### config.mk
export PLATFORM = sky130hd
export DESIGN_NAME = cmc_cell
export DESIGN_NICKNAME = d
export VERILOG_FILES = /design/src/hw/rtl/cmc_pkg.sv /design/src/hw/rtl/cmc_cell.sv
export SDC_FILE = /design/constraint.sdc
export NUM_CORES = 1
export LEC_CHECK = 0
export BUFFER_PORTS_ARGS = -buffer_cell sky130_fd_sc_hd__buf_2
export CORE_UTILIZATION = 45
export CTS_BUF_LIST = sky130_fd_sc_hd__clkbuf_16
export DETAILED_ROUTE_END_ITERATION = 8
export GPL_ROUTABILITY_DRIVEN = 0
export PLACE_DENSITY = 0.78
export SYNTH_ARGS = -nofsm -noshare
export SYNTH_HDL_FRONTEND = slang
export SYNTH_SLANG_ARGS = --single-unit
### constraint.sdc
create_clock -name clk_i -period 3.65 [get_ports clk_i]
set_input_delay 0.365 -clock clk_i [delete_from_list [all_inputs] [get_ports clk_i]]
set_output_delay 0.365 -clock clk_i [all_outputs]
set_load 0.005 [all_outputs]
### src/hw/rtl/cmc_pkg.sv
// ----------------------------------------------------------------------------
// cmc_pkg: shared types for the coordinate mode counter
// Record and result beats, the token passed down the cell chain, constants.
// ----------------------------------------------------------------------------
package cmc_pkg;

  localparam int unsigned CountW = 16;
  localparam logic [CountW-1:0] CountMax = {CountW{1'b1}};

  typedef struct packed {
    logic signed [30:0] rec_latitude;
    logic signed [31:0] rec_longitude;
    logic               last_record;
  } cmc_in_t;

  typedef struct packed {
    logic signed [30:0] mode_latitude;
    logic signed [31:0] mode_longitude;
    logic [15:0]        mode_count;
    logic               overflowed;
  } cmc_out_t;

  // Token travelling one cell per cycle: the record plus what the chain found.
  typedef struct packed {
    logic              vld;
    logic              done;
    logic [CountW-1:0] count;
    cmc_in_t           rec;
  } cmc_tok_t;

endpackage

### src/hw/rtl/cmc_cell.sv
// ----------------------------------------------------------------------------
// cmc_cell: one table entry of the chain
// Holds one key and its count, matches or claims the passing token.
// ----------------------------------------------------------------------------
module cmc_cell #(
  parameter int unsigned IDX_W    = 8,
  parameter int unsigned CELL_IDX = 0
) (
  input  logic                 clk_i,
  input  logic                 rst_ni,
  input  cmc_pkg::cmc_tok_t    tok_i,
  input  logic [IDX_W-1:0]     idx_i,
  output cmc_pkg::cmc_tok_t    tok_o,
  output logic [IDX_W-1:0]     idx_o
);

  logic                        used_q, used_d;
  logic signed [30:0]          key_lat_q;
  logic signed [31:0]          key_lon_q;
  logic [cmc_pkg::CountW-1:0]  cnt_q, cnt_d;
  logic [cmc_pkg::CountW-1:0]  cnt_inc;
  logic                        live, hit, take;
  cmc_pkg::cmc_tok_t           tok_q, tok_d;
  logic                        vld_q;
  logic [IDX_W-1:0]            idx_q, idx_d;

  assign live    = tok_i.vld && !tok_i.done;
  assign hit     = live && used_q && (tok_i.rec.rec_latitude == key_lat_q)
                   && (tok_i.rec.rec_longitude == key_lon_q);
  assign take    = live && !used_q;
  assign cnt_inc = (cnt_q == cmc_pkg::CountMax) ? cnt_q
                                                : cnt_q + cmc_pkg::CountW'(1);

  always_comb begin
    tok_d  = tok_i;
    idx_d  = idx_i;
    cnt_d  = cnt_q;
    used_d = used_q;
    if (hit) begin
      tok_d.done  = 1'b1;
      tok_d.count = cnt_inc;
      idx_d       = IDX_W'(CELL_IDX);
      cnt_d       = cnt_inc;
    end else if (take) begin
      tok_d.done  = 1'b1;
      tok_d.count = cmc_pkg::CountW'(1);
      idx_d       = IDX_W'(CELL_IDX);
      cnt_d       = cmc_pkg::CountW'(1);
      used_d      = 1'b1;
    end
    // the last beat empties every cell it passes
    if (tok_i.vld && tok_i.rec.last_record) begin
      used_d = 1'b0;
    end
  end

  always_ff @(posedge clk_i or negedge rst_ni) begin
    if (!rst_ni) begin
      used_q <= 1'b0;
      vld_q  <= 1'b0;
    end else begin
      used_q <= used_d;
      vld_q  <= tok_d.vld;
    end
  end

  always_ff @(posedge clk_i) begin
    tok_q <= tok_d;
    idx_q <= idx_d;
    cnt_q <= cnt_d;
    if (take) begin
      key_lat_q <= tok_i.rec.rec_latitude;
      key_lon_q <= tok_i.rec.rec_longitude;
    end
  end

  always_comb begin
    tok_o     = tok_q;
    tok_o.vld = vld_q;
  end

  assign idx_o = idx_q;

endmodule

Word level (Yosys, flattened, before mapping):

Index checks and enable logic that the tools add are counted.

* logic and storage cells: 36
* bits in registers: 170

* equality and inequality tests: 4
* add/sub/neg operators: 1
* reduce and logical (&&, ||, !) cells: 12
* mux-type cells: 8

Operator list (count)
* $mux W16: 5
* $eq A32 B32 Y1: 1
* $eq A31 B31 Y1: 1
* $add A16 B1 Y16 const B: 1
* $eq A16 B16 Y1 const B: 1
* $logic_and A1 B1 Y1: 6
* $reduce_bool A2 Y1: 2
* $mux W1: 3
* $logic_not A1 Y1: 2
* $ne A2 B1 Y1 const B: 1
* $reduce_and A2 Y1: 1
* $reduce_or A2 Y1: 1

Longest topological paths before layout:

* depth in word-level cells: 7
* depth in mapped cells: 7
* mapped depth without buffers: 6

Worst setup path after synthesis:

OpenSTA, ideal clock, no wires.

* kind: reg-to-reg
* start point: register key_lon_q[0]
* end point: register cnt_q[0] (netlist bit) (enable)
* stages on the path, launching flop included: 7
* setup time: 411 ps
* data arrival time: 2766 ps
* period minus slack after synthesis: 3177 ps
* data required time: 3239 ps
* path slack: 473 ps
* cell sequence: edfxtp_1 -> xor2_1 -> nor4_2 -> nand4_1 -> or4_1 -> buf_2 -> o21ai_0

* longest elaborated chain between the ends: 3

RTL lines
* from (decl): RTL line cmc_cell.sv:19 `logic signed [31:0] key_lon_q;`
* from (signal assigned): RTL line cmc_cell.sv:73 `key_lon_q <= tok_i.rec.rec_longitude;`
* $eq A32 B32 Y1: RTL line cmc_cell.sv:29 `&& (tok_i.rec.rec_longitude == key_lon_q);`
* $logic_and A1 B1 Y1: RTL line cmc_cell.sv:29
* $reduce_bool A2 Y1 (no line)
* to (signal assigned): RTL line cmc_cell.sv:70 `cnt_q <= cnt_d;`
* to (decl): RTL line cmc_cell.sv:20 `logic [cmc_pkg::CountW-1:0] cnt_q, cnt_d;`

No other way between the ends.
A chain may end at the register's enable or synchronous reset.

Worst setup path after layout:

* start point: register key_lon_q[0]
* end point: register cnt_q[8] (netlist bit) (enable)

Same word-level chain as after synthesis.

==> impl_metrics.toml <==
[die]
die_y_um = 116
rows = 41
io_pins = 182
start_util_pct = 46.2
die_width_um = 116
dieArea_um2 = 13500
core_area_um2 = 12700

[hold_path]
hold_class = "input port to flip-flop"

[critical_path]
cp_top_family = "simple AND/OR/NAND/NOR gates"
r2r_slack_ps = 940
worstPathMaxFanout = 17
cp.required_ps = 3760
cp_cell_sequence = "xor2_1, nor4_2, nand4_1, or4_1, o21ai_1, buf_4"
cp_slowest_cell = "or4_1"
worstSetupEndpointType = "flip-flop"
critPathArrivalTime_ps = 2810
cp_num_buf_inv = 1
worst-setup-path-type = "flip-flop to flip-flop"
cp-start-kind = "flip-flop"
slowest_delay_ps = 800

[sta]
max_freq_mhz = 369
setup_violations = 0
slew_violations = 0
period_minus_slack_ps = 2710
finalCritPeriodShare_pct = 74.2
skew_ps = 9.10
tns_ps = 0
worst_pin_slew_ps = 1070
grt_setup_unrepaired = "no"
max-slew-margin-rel_pct = 28.7
finalHoldViolations = 0

[global_route]
grt_pass1_wl_um = 19200
grt_busiest_layer = "met2"
globalRouteMet3Util_pct = 6.80
grt.overflow.total = 0
grt_max_degree = 51
grt_pass1_vias = 3801
antenna_found_initial = 0
met1_usage_pct = 23.0
track_usage_pct = 19.5
use_met2_pct = 31.7

[synth]
yosys_warnings = 0
syn_nets = 496
yosysTopAreaCell = "edfxtp_1"
synth_top_cells_by_area = "edfxtp_1 (41%), dfxtp_1 (30%), xor2_1 (9.6%)"
syn-cell-area_um2 = 5850
netlist_instances = 403
ys_ff_latch = 170
synth_top_area_share_pct = 40.5
syn_area_per_cell_um2 = 14.5
yosysSeqAreaShare_pct = 71.9
ys_types = 34

[power]
leakage_nw = 3.06
p_clk_share_pct = 41.7
p_comb_share_pct = 6.6
seqPwrFrac_pct = 51.7
switchingPower_mw = 0.935
p_int_mw = 3.16
power.density_nw_per_um2 = 545
sw_frac_of_total_pct = 22.8
ir_worst_vdd_v = 0.000416

[clock_tree]
h-tree-depth = 4
clkSinkCount = 170
tritoncts.num_buffers = 17
cts-root-buf = "clkbuf_16"
clk_pin_slew_ps = 70
cts_tree = "done"
clk_latency_ps = 420
clockBufferDepth = 2

[layout]
final_cell_mix = "buf_2 (181), dfxtp_1 (89), edfxtp_1 (79), xor2_1 (64), nor4_1 (34)"
antenna_cells = 0
drive_gt1_share_pct = 35.8
post-route-util_pct = 59.3
syn_to_final_growth_pct = 28.5
final_common_cell = "buf_2"
nets = 692

[route]
dr.pass1.iters = 5
wl_per_cell_um = 15.9
post-route-drc-count = 0
wl_um = 12500
route.vias.total = 3914
drtAntennaViolNets = 0
via_per_inst = 4.99
drt_iter0_markers = 189

[outcome]
status = "finished, final reports clean"

[placed_design]
numPortBuffers = 181
hpwl_um = 9280

[job]
maxCapViolCount = 0
==> metal layers <==
layer	vias to the layer above	part of all wire, %
li1	1875	-
met1	1825	40
met3	25	7.5
met4	0	2.7
met5	-	0
met2	189	49
==> through the flow <==
stage                     power [mW]  instances  setup WS (ps)  hold slack [ps]  cell area (um^2)
after floorplan                 2.27        403            473             69.4              5850
after global placement          2.42        751            851              151              6940
after detailed placement        2.43        751            837              156              6940
after CTS                       4.14        784            908             39.4              7520
after global routing            4.25        784            768             40.8              7520
final                           4.10        784            943             60.0              7520
==> Yosys cell counts <==
| cell type | count |
|---|---|
| buf_2 | 1 |
| or3_1 | 1 |
| nand2_1 | 24 |
| dfxtp_1 | 89 |
| or3b_1 | 1 |
| and2_1 | 1 |
| nor3b_1 | 8 |
| xor2_1 | 64 |
| a21oi_1 | 2 |
| nor2_1 | 4 |
| nand3_1 | 5 |
| and3_1 | 1 |
| edfxtp_1 | 79 |
| xnor2_1 | 7 |
| nand2b_1 | 1 |
| nand4_1 | 12 |
| or4_1 | 2 |
| a21o_1 | 1 |
| inv_1 | 3 |
| nand3b_1 | 2 |
| clkbuf_1 | 4 |
| dfrtp_1 | 2 |
| buf_6 | 2 |
| o21ai_0 | 5 |
| mux2i_1 | 19 |
| nor4_1 | 34 |
| ha_1 | 1 |
| buf_4 | 2 |
| nor3_1 | 20 |
| nor4_2 | 1 |
| o31a_1 | 1 |
| and4_1 | 2 |
| a31o_2 | 1 |
| nor4_4 | 1 |
==> cell type report <==
class	count	area, um^2
multi-input cells	221	1580
well taps	172	215
fillers	1021	5150
clock buffers	17	425
clock inverters	15	139
repair buffers	186	946
flip-flops and latches	170	4200
inverters	3	11.3
==> worst paths after layout <==
kind	start	end	depth (start not counted)
worst max-delay path	key_lon_q[0]	cnt_q[8]	6
worst min-delay path	tok_i[0]	tok_o[0]	1
worst max register to register	key_lon_q[0]	cnt_q[8]	6
worst min register to register	used_q	used_q	2
max in group asynchronous	rst_ni	used_q	2
min in group asynchronous	rst_ni	vld_q	2
==> cell families after synthesis <==
family / after synthesis / synth area share [%]
mux: 19 / 3.25
xor+xnor: 71 / 10.6
fa+ha+maj: 1 / 0.214
flops: 170 / 71.9
compound gates: 10 / 1.03
simple gates: 120 / 11.8
buf+inv: 12 / 1.18
==> state kept, by name (all words and copies together), names as in the netlist <==
name and cells:
vld_q 1, cnt_q 16, idx_o 8, tok_o 81, key_lon_q 32, used_q 1, key_lat_q 31
==> power by group through the flow <==
| stage | Combinational, mW | Clock, mW | Sequential, mW |
|---|---|---|---|
| finish | 0.271 | 1.71 | 2.12 |
| global route | 0.301 | 1.82 | 2.13 |
| CTS | 0.275 | 1.74 | 2.12 |
| detailed placement | 0.272 | 0 | 2.16 |
| global placement | 0.262 | 0 | 2.16 |
| floorplan | 0.0977 | 0 | 2.17 |
==> what timing repair did <==
action,4_1_cts,5_1_grt
resized for setup,0,0
buffers inserted,0,0
endpoints found under the hold margin,2,0
setup endpoints to repair,0,0
hold buffers,1,0
No activity file was read; power rests on OpenSTA's default activity.
