### src/hw/rtl/cmc_pkg.sv
// ----------------------------------------------------------------------------
// cmc_pkg: shared types for the coordinate mode counter
// Record and result beats, the token passed down the cell chain, constants.
// ----------------------------------------------------------------------------
package cmc_pkg;

  localparam int unsigned CountW = 16;
  localparam logic [CountW-1:0] CountMax = {CountW{1'b1}};

  typedef struct packed {
    logic signed [30:0] rec_latitude;
    logic signed [31:0] rec_longitude;
    logic               last_record;
  } cmc_in_t;

  typedef struct packed {
    logic signed [30:0] mode_latitude;
    logic signed [31:0] mode_longitude;
    logic [15:0]        mode_count;
    logic               overflowed;
  } cmc_out_t;

  // Token travelling one cell per cycle: the record plus what the chain found.
  typedef struct packed {
    logic              vld;
    logic              done;
    logic [CountW-1:0] count;
    cmc_in_t           rec;
  } cmc_tok_t;

endpackage

### src/hw/rtl/cmc_tail.sv
// ----------------------------------------------------------------------------
// cmc_tail: best-entry tracker at the end of the chain
// Keeps the leading key, its count and the overflow flag; emits the result.
// ----------------------------------------------------------------------------
module cmc_tail #(
  parameter int unsigned IDX_W = 8
) (
  input  logic                 clk_i,
  input  logic                 rst_ni,
  input  cmc_pkg::cmc_tok_t    tok_i,
  input  logic [IDX_W-1:0]     idx_i,
  output logic                 result_valid_o,
  output cmc_pkg::cmc_out_t    result_o
);

  logic [cmc_pkg::CountW-1:0]  best_cnt_q, best_cnt_d;
  logic [IDX_W-1:0]            best_idx_q, best_idx_d;
  logic signed [30:0]          best_lat_q, best_lat_d;
  logic signed [31:0]          best_lon_q, best_lon_d;
  logic                        ovf_q, ovf_d;
  logic                        better;
  logic                        out_vld_q, out_vld_d;
  cmc_pkg::cmc_out_t           out_q, out_d;

  assign better = (tok_i.count > best_cnt_q)
                  || ((tok_i.count == best_cnt_q) && (idx_i < best_idx_q));

  always_comb begin
    best_cnt_d = best_cnt_q;
    best_idx_d = best_idx_q;
    best_lat_d = best_lat_q;
    best_lon_d = best_lon_q;
    ovf_d      = ovf_q;
    out_vld_d  = 1'b0;
    out_d      = out_q;
    if (tok_i.vld) begin
      if (!tok_i.done) begin
        ovf_d = 1'b1;
      end else if (better) begin
        best_cnt_d = tok_i.count;
        best_idx_d = idx_i;
        best_lat_d = tok_i.rec.rec_latitude;
        best_lon_d = tok_i.rec.rec_longitude;
      end
      if (tok_i.rec.last_record) begin
        out_vld_d            = 1'b1;
        out_d.mode_latitude  = best_lat_d;
        out_d.mode_longitude = best_lon_d;
        out_d.mode_count     = best_cnt_d;
        out_d.overflowed     = ovf_d;
        // start the next list from scratch
        best_cnt_d = '0;
        best_idx_d = '0;
        ovf_d      = 1'b0;
      end
    end
  end

  always_ff @(posedge clk_i or negedge rst_ni) begin
    if (!rst_ni) begin
      best_cnt_q <= '0;
      best_idx_q <= '0;
      ovf_q      <= 1'b0;
      out_vld_q  <= 1'b0;
    end else begin
      best_cnt_q <= best_cnt_d;
      best_idx_q <= best_idx_d;
      ovf_q      <= ovf_d;
      out_vld_q  <= out_vld_d;
    end
  end

  always_ff @(posedge clk_i) begin
    best_lat_q <= best_lat_d;
    best_lon_q <= best_lon_d;
    out_q      <= out_d;
  end

  assign result_valid_o = out_vld_q;
  assign result_o       = out_q;

endmodule

### config.mk
export PLATFORM = sky130hd
export DESIGN_NAME = cmc_tail
export DESIGN_NICKNAME = d
export VERILOG_FILES = /design/src/hw/rtl/cmc_pkg.sv /design/src/hw/rtl/cmc_tail.sv
export SDC_FILE = /design/constraint.sdc
export NUM_CORES = 1
export LEC_CHECK = 0
export BUFFER_PORTS_ARGS = -buffer_cell sky130_fd_sc_hd__clkbuf_2
export CAP_MARGIN = 20
export CORE_MARGIN = 2
export CORE_UTILIZATION = 49
export DETAILED_ROUTE_END_ITERATION = 10
export GPL_TIMING_DRIVEN = 0
export PLACE_DENSITY = 0.77
export SYNTH_ARGS = -nofsm -noshare
export SYNTH_HDL_FRONTEND = slang
export SYNTH_SLANG_ARGS = --single-unit
### constraint.sdc
create_clock -name clk_i -period 2.5 [get_ports clk_i]
set_input_delay 0.375 -clock clk_i [delete_from_list [all_inputs] [get_ports clk_i]]
set_output_delay 0.375 -clock clk_i [all_outputs]
set_load 0.05 [all_outputs]
# Yosys cells after proc, flatten, opt, wreduce, memory -nomap -nowiden
# Cells that the tools add are included.
# totals
register_bits	169
input_bits	92
out_inout_bits	81
elab_cells	33
# op_classes
magnitude_cmp	2
eq_ne	1
n_mux	14
reduce_logical	6
# ops
operator	n
two-way mux 32 bit	2
two-way mux 31 bit	2
two-way mux 16 bit	3
two-way mux 8 bit	3
== test 16 bit	1
> comparator 16 bit	1
< comparator 8 bit	1
two-way mux 1 bit	4
nonzero test 2 bit	2
AND reduction 3 bit	1
AND reduction 2 bit	1
logical AND 1 bit	1
logical OR 1 bit	1

# Logic depth before layout (Yosys ltp)
# depth
word_depth	6
mapped_depth	10
depth_no_buf	8

# Worst setup path before layout
# No wires, ideal clock.
# synth_timing
path_type	input port to flip-flop
startpoint	input tok_i[81] (netlist name)
endpoint	register out_q, in the netlist result_o[0], enable pin
setup_time_ns	0.436
arrival_ns	2.093
t_required_ns	2.064
path_slack_ns	-0.028
path_stages	2
n_path_buf	0
cell_sequence	nand2_1 -> inv_1
# synth_via
elab_chain_cells	1
# synth_lines
item	line	rtl
start, declared	cmc_tail.sv:10	input cmc_pkg::cmc_tok_t tok_i,
AND reduction 2 bit (no line)	--	
end signal, assigned	cmc_tail.sv:76	out_q <= out_d;
end, declared	cmc_tail.sv:23	cmc_pkg::cmc_out_t out_q, out_d;
# Every way passes these cells.
# A chain may end at the register's enable or synchronous reset.

# Final worst setup path
# layout_timing
startpoint	register best_cnt_q[3] (netlist name)
endpoint	register best_lat_q[19] (data pin)
# layout_via
elab_chain_cells	5
elab_cells_between_ends	6
cone_classes	1 x order compare; 1 x eq/ne; 2 x mux; 2 x reduce/logical
# layout_lines
item	line	rtl
start, declared	cmc_tail.sv:16	logic [cmc_pkg::CountW-1:0] best_cnt_q, best_cnt_d;
start signal, assigned	cmc_tail.sv:66	best_cnt_q <= best_cnt_d;
branches (longest 2 deep; another with > comparator 16 bit)	--	
logical OR 1 bit *	cmc_tail.sv:26	|| ((tok_i.count == best_cnt_q) && (idx_i < best_idx_q));
two-way mux 31 bit *	cmc_tail.sv:39	end else if (better) begin
two-way mux 31 bit *	cmc_tail.sv:37	if (!tok_i.done) begin
end signal, assigned	cmc_tail.sv:74	best_lat_q <= best_lat_d;
end, declared	cmc_tail.sv:18	logic signed [30:0] best_lat_q, best_lat_d;
# Mark *: on every way between the ends.

==> results by group <==
Finish
  • Area delta synth->final: 29.8%
  • Filler cells: around 1000
  • Final Instance Area: approximately 9500 µm²
  • Multi-input gate area: 2300 µm²
  • Commonest non-fill, non-tap cell in the layout: clkbuf_2
  • # diodes: 0
  • Layout cells sized above 1: a little over half
  • Sequential Area: 4940 µm²
  • Final non-filler cell total: between 800 and 900
  • Post-layout net count: about 730
  • Most frequent cells in the layout: 171 x clkbuf_2, 143 x edfxtp_1, 79 x mux2_4

Power
  • Switching Share: around 28%
  • PD cells: roughly 800 nW/µm²
  • Logic gate share of total power: between 10% and 20%
  • Max VDD drop: about 450 µV
  • Psw: ~2.1 mW
  • Clock power share: 34.9%
  • P_int: 5.47 mW
  • Sequential power share: 46.0%
  • Cell leakage power: 3.98 nW

Die
  • Initial Util: between 50% and 60%
  • I/O pin count: between 150 and 200
  • Die X: between 100 and 150 µm
  • # rows: 44
  • Chip Height: 126 µm
  • Die ar.: around 16000 µm²
  • Core area: approximately 15000 µm²

Global route
  • Total congestion overflow: 0
  • Met2 global-route usage: 29.8%
  • Grt met3 use: 5.99%
  • GR peak layer: met2
  • Initial antenna violation count: 0
  • First-pass GRT wire length: roughly 23000 µm
  • Total track usage: between 10% and 20%
  • Met1 usage: between 20% and 30%
  • Number of global-route vias before repair: between 4000 and 5000
  • Largest net degree at the start of global routing: a little under 70

Logic synthesis
  • Seq/Total Area, Yosys: approximately two thirds
  • Syn Nets: ~520
  • Area of the mapped netlist: ~7300 µm²
  • Yosys warnings: 0
  • Ys async rst share: 15.4%
  • Syn Area/Cell: between 15 and 20 µm²
  • Synth cell types: 32
  • Primary FF master, synth: edfxtp_1
  • Number of enable flip-flop cells after synthesis: 143
  • #FFs+latches synth: ~170
  • Syn Inst Count: roughly 410

STA
  • Tcrit/Tclk final: 109%
  • Setup TNS: -27390 ps
  • Unrepaired setup endpoints after global routing: yes
  • Clk_skew: 11.6 ps
  • Setup ws final: -216 ps
  • Slew Limit Fails: 0
  • Tmin final: 2720 ps
  • Final hold violation count: 0
  • Final setup viols: roughly 150
  • Fmax: around 370 MHz
  • Worst-Margin Slew: about 760 ps
  • Relative slew slack: 49.1%

Placed design
  • Placed cell count: between 700 and 800
  • DPL Wire Length: 9750 µm
  • RePlAce Congestion: 0.800
  • Port bufs: roughly 170
  • DP Area: 8510 µm²

Job
  • Max-Cap Viols: 0

Outcome
  • Failing checks: negative setup slack
  • Status: complete, but fails checks

Setup path
  • Worst setup path startpoint: best_cnt_q[3]
  • Kind of critical path: flip-flop to flip-flop
  • Worst Path Max Fanout: 10
  • Worst-path cell chain: inv_2 -> ha_4 -> nand4_1 -> nor4_4 -> a2111o_1 -> o41ai_4 -> nor2b_4 -> clkbuf_16 -> buf_12 -> mux2_4
  • Crit path largest cell delay: 390 ps
  • Worst reg2reg startpoint: best_cnt_q[3]
  • Critical Path Sink Type: flip-flop
  • CP max-delay cell: dfrtp_1
  • Critical Path AT: around 2900 ps
  • CP startpoint kind: flip-flop
  • Critical path data required time: 2680 ps

Hold path
  • Min-delay src: idx_i[1]
  • Hold Crit Class: primary input to flip-flop

Route
  • DRC: 0
  • Routed WL: 15400 µm
  • Wire length per cell: roughly 19 µm
  • Drt pass-1 iters: 4
  • DR vias: between 4000 and 5000
  • Vias per Instance: 5.23
  • ANT nets after route: 0
  • DRT iter0 DRCs: 200

Clock tree
  • CTS buffer count: 17
  • CTS root buffer: clkbuf_16
  • CTS sink cnt: 169
  • Clock Latency Late Sink: approximately 430 ps
  • CTS tree: built
  • Clk buf depth: 2
  • H-tree levels: 4
  • Clock-pin slew on the worst setup and hold paths: roughly 70 ps
power groups by stage:
| stage | Combinational, mW | Clock (mW) | Sequential, mW |
|---|---|---|---|
| floorplan | 0.667 | 0 | 3.83 |
| global placement | 1.26 | 0 | 3.53 |
| detailed placement | 1.31 | 0 | 3.54 |
| CTS | 1.37 | 2.70 | 3.48 |
| global route | 1.54 | 2.81 | 3.50 |
| finish | 1.44 | 2.64 | 3.48 |
layer usage:
layer / part of all wire [%] / wire length (µm)
met4: 1.4 / 217
met5: 0 / 0
met1: 43 / 6620
met2: 50 / 7630
met3: 6.0 / 931
worst paths after layout:
check,endpoint,slack (ps),cells after the start
hold / removal,best_idx_q[1],170,2
setup reg to reg,best_lat_q[19],-220,10
setup / recovery,best_lat_q[19],-220,10
min in group asynchronous,best_idx_q[6],540,2
max in group asynchronous,best_cnt_q[12],1480,2
hold reg to reg,ovf_q,510,2
state kept, by name, summed over array words and instances, names as in the netlist:
register / cells
best_lat_q: 31
ovf_q: 1
best_cnt_q: 16
result_o: 80
best_lon_q: 32
result_valid_o: 1
best_idx_q: 8
cell usage after synthesis, drive strengths merged (4+ instances only):
master	count	share of area, %
nor3	4	0.27
mux2	79	16
nor2	7	0.36
o21ai	4	0.27
a21oi	9	0.67
nand2	29	1.5
inv	26	1.3
ha	23	3.9
dfrtp	26	8.9
o2bb2ai	23	2.8
nand4	4	0.43
edfxtp	143	59
buf	13	2.6
timing repair:
action                                 in CTS  in global routing
cloned                                      0                  5
gates resized for setup                    19                 23
pin swaps                                   5                  0
endpoints found under the hold margin      13                  0
buffers inserted                            2                  6
setup endpoints to repair                 162                163
hold buffers                                1                  0
stage by stage:
| step | setup slack [ps] | total power [mW] | hold WS, ps | utilization, % |
|---|---|---|---|---|
| final | -216 | 7.56 | 174 | 65.1 |
| after global routing | -291 | 7.86 | 161 | 65.1 |
| after CTS | -109 | 7.55 | 155 | 63.5 |
| after detailed placement | -326 | 4.85 | 462 | 58.3 |
| after global placement | -1820 | 4.79 | 444 | 57.8 |
| after floorplan | 48.9 | 4.49 | 79.4 | - |
cell families after synthesis:
family	after synthesis	share of synthesized area (%)
fa+ha+maj	23	3.93
flops	169	67.5
compound gates	43	4.79
simple gates	53	3.49
mux	79	16.2
buf+inv	41	4.05
final cells by class:
type | instances | share of cell area (%)
plain buffers | 15 | 2.37
clock buffers | 17 | 4.48
clock inverters | 15 | 1.83
inverters | 26 | 1.07
multi-input cells | 198 | 24.2
flip-flops and latches | 169 | 52.0
well taps | 184 | 2.42
repair buffers | 189 | 11.6
worst max-delay path: cells and delay by family (launching register included):
kind / cells / cell delay, ps
multiplexers: 1 / 310
flip-flops: 1 / 390
AND/OR/NAND/NOR: 3 / 810
adder cells (fa/ha/maj): 1 / 270
buffers and inverters: 3 / 410
AO/OA/AOI/OAI: 2 / 270
Power figures use the tool's default switching activity.
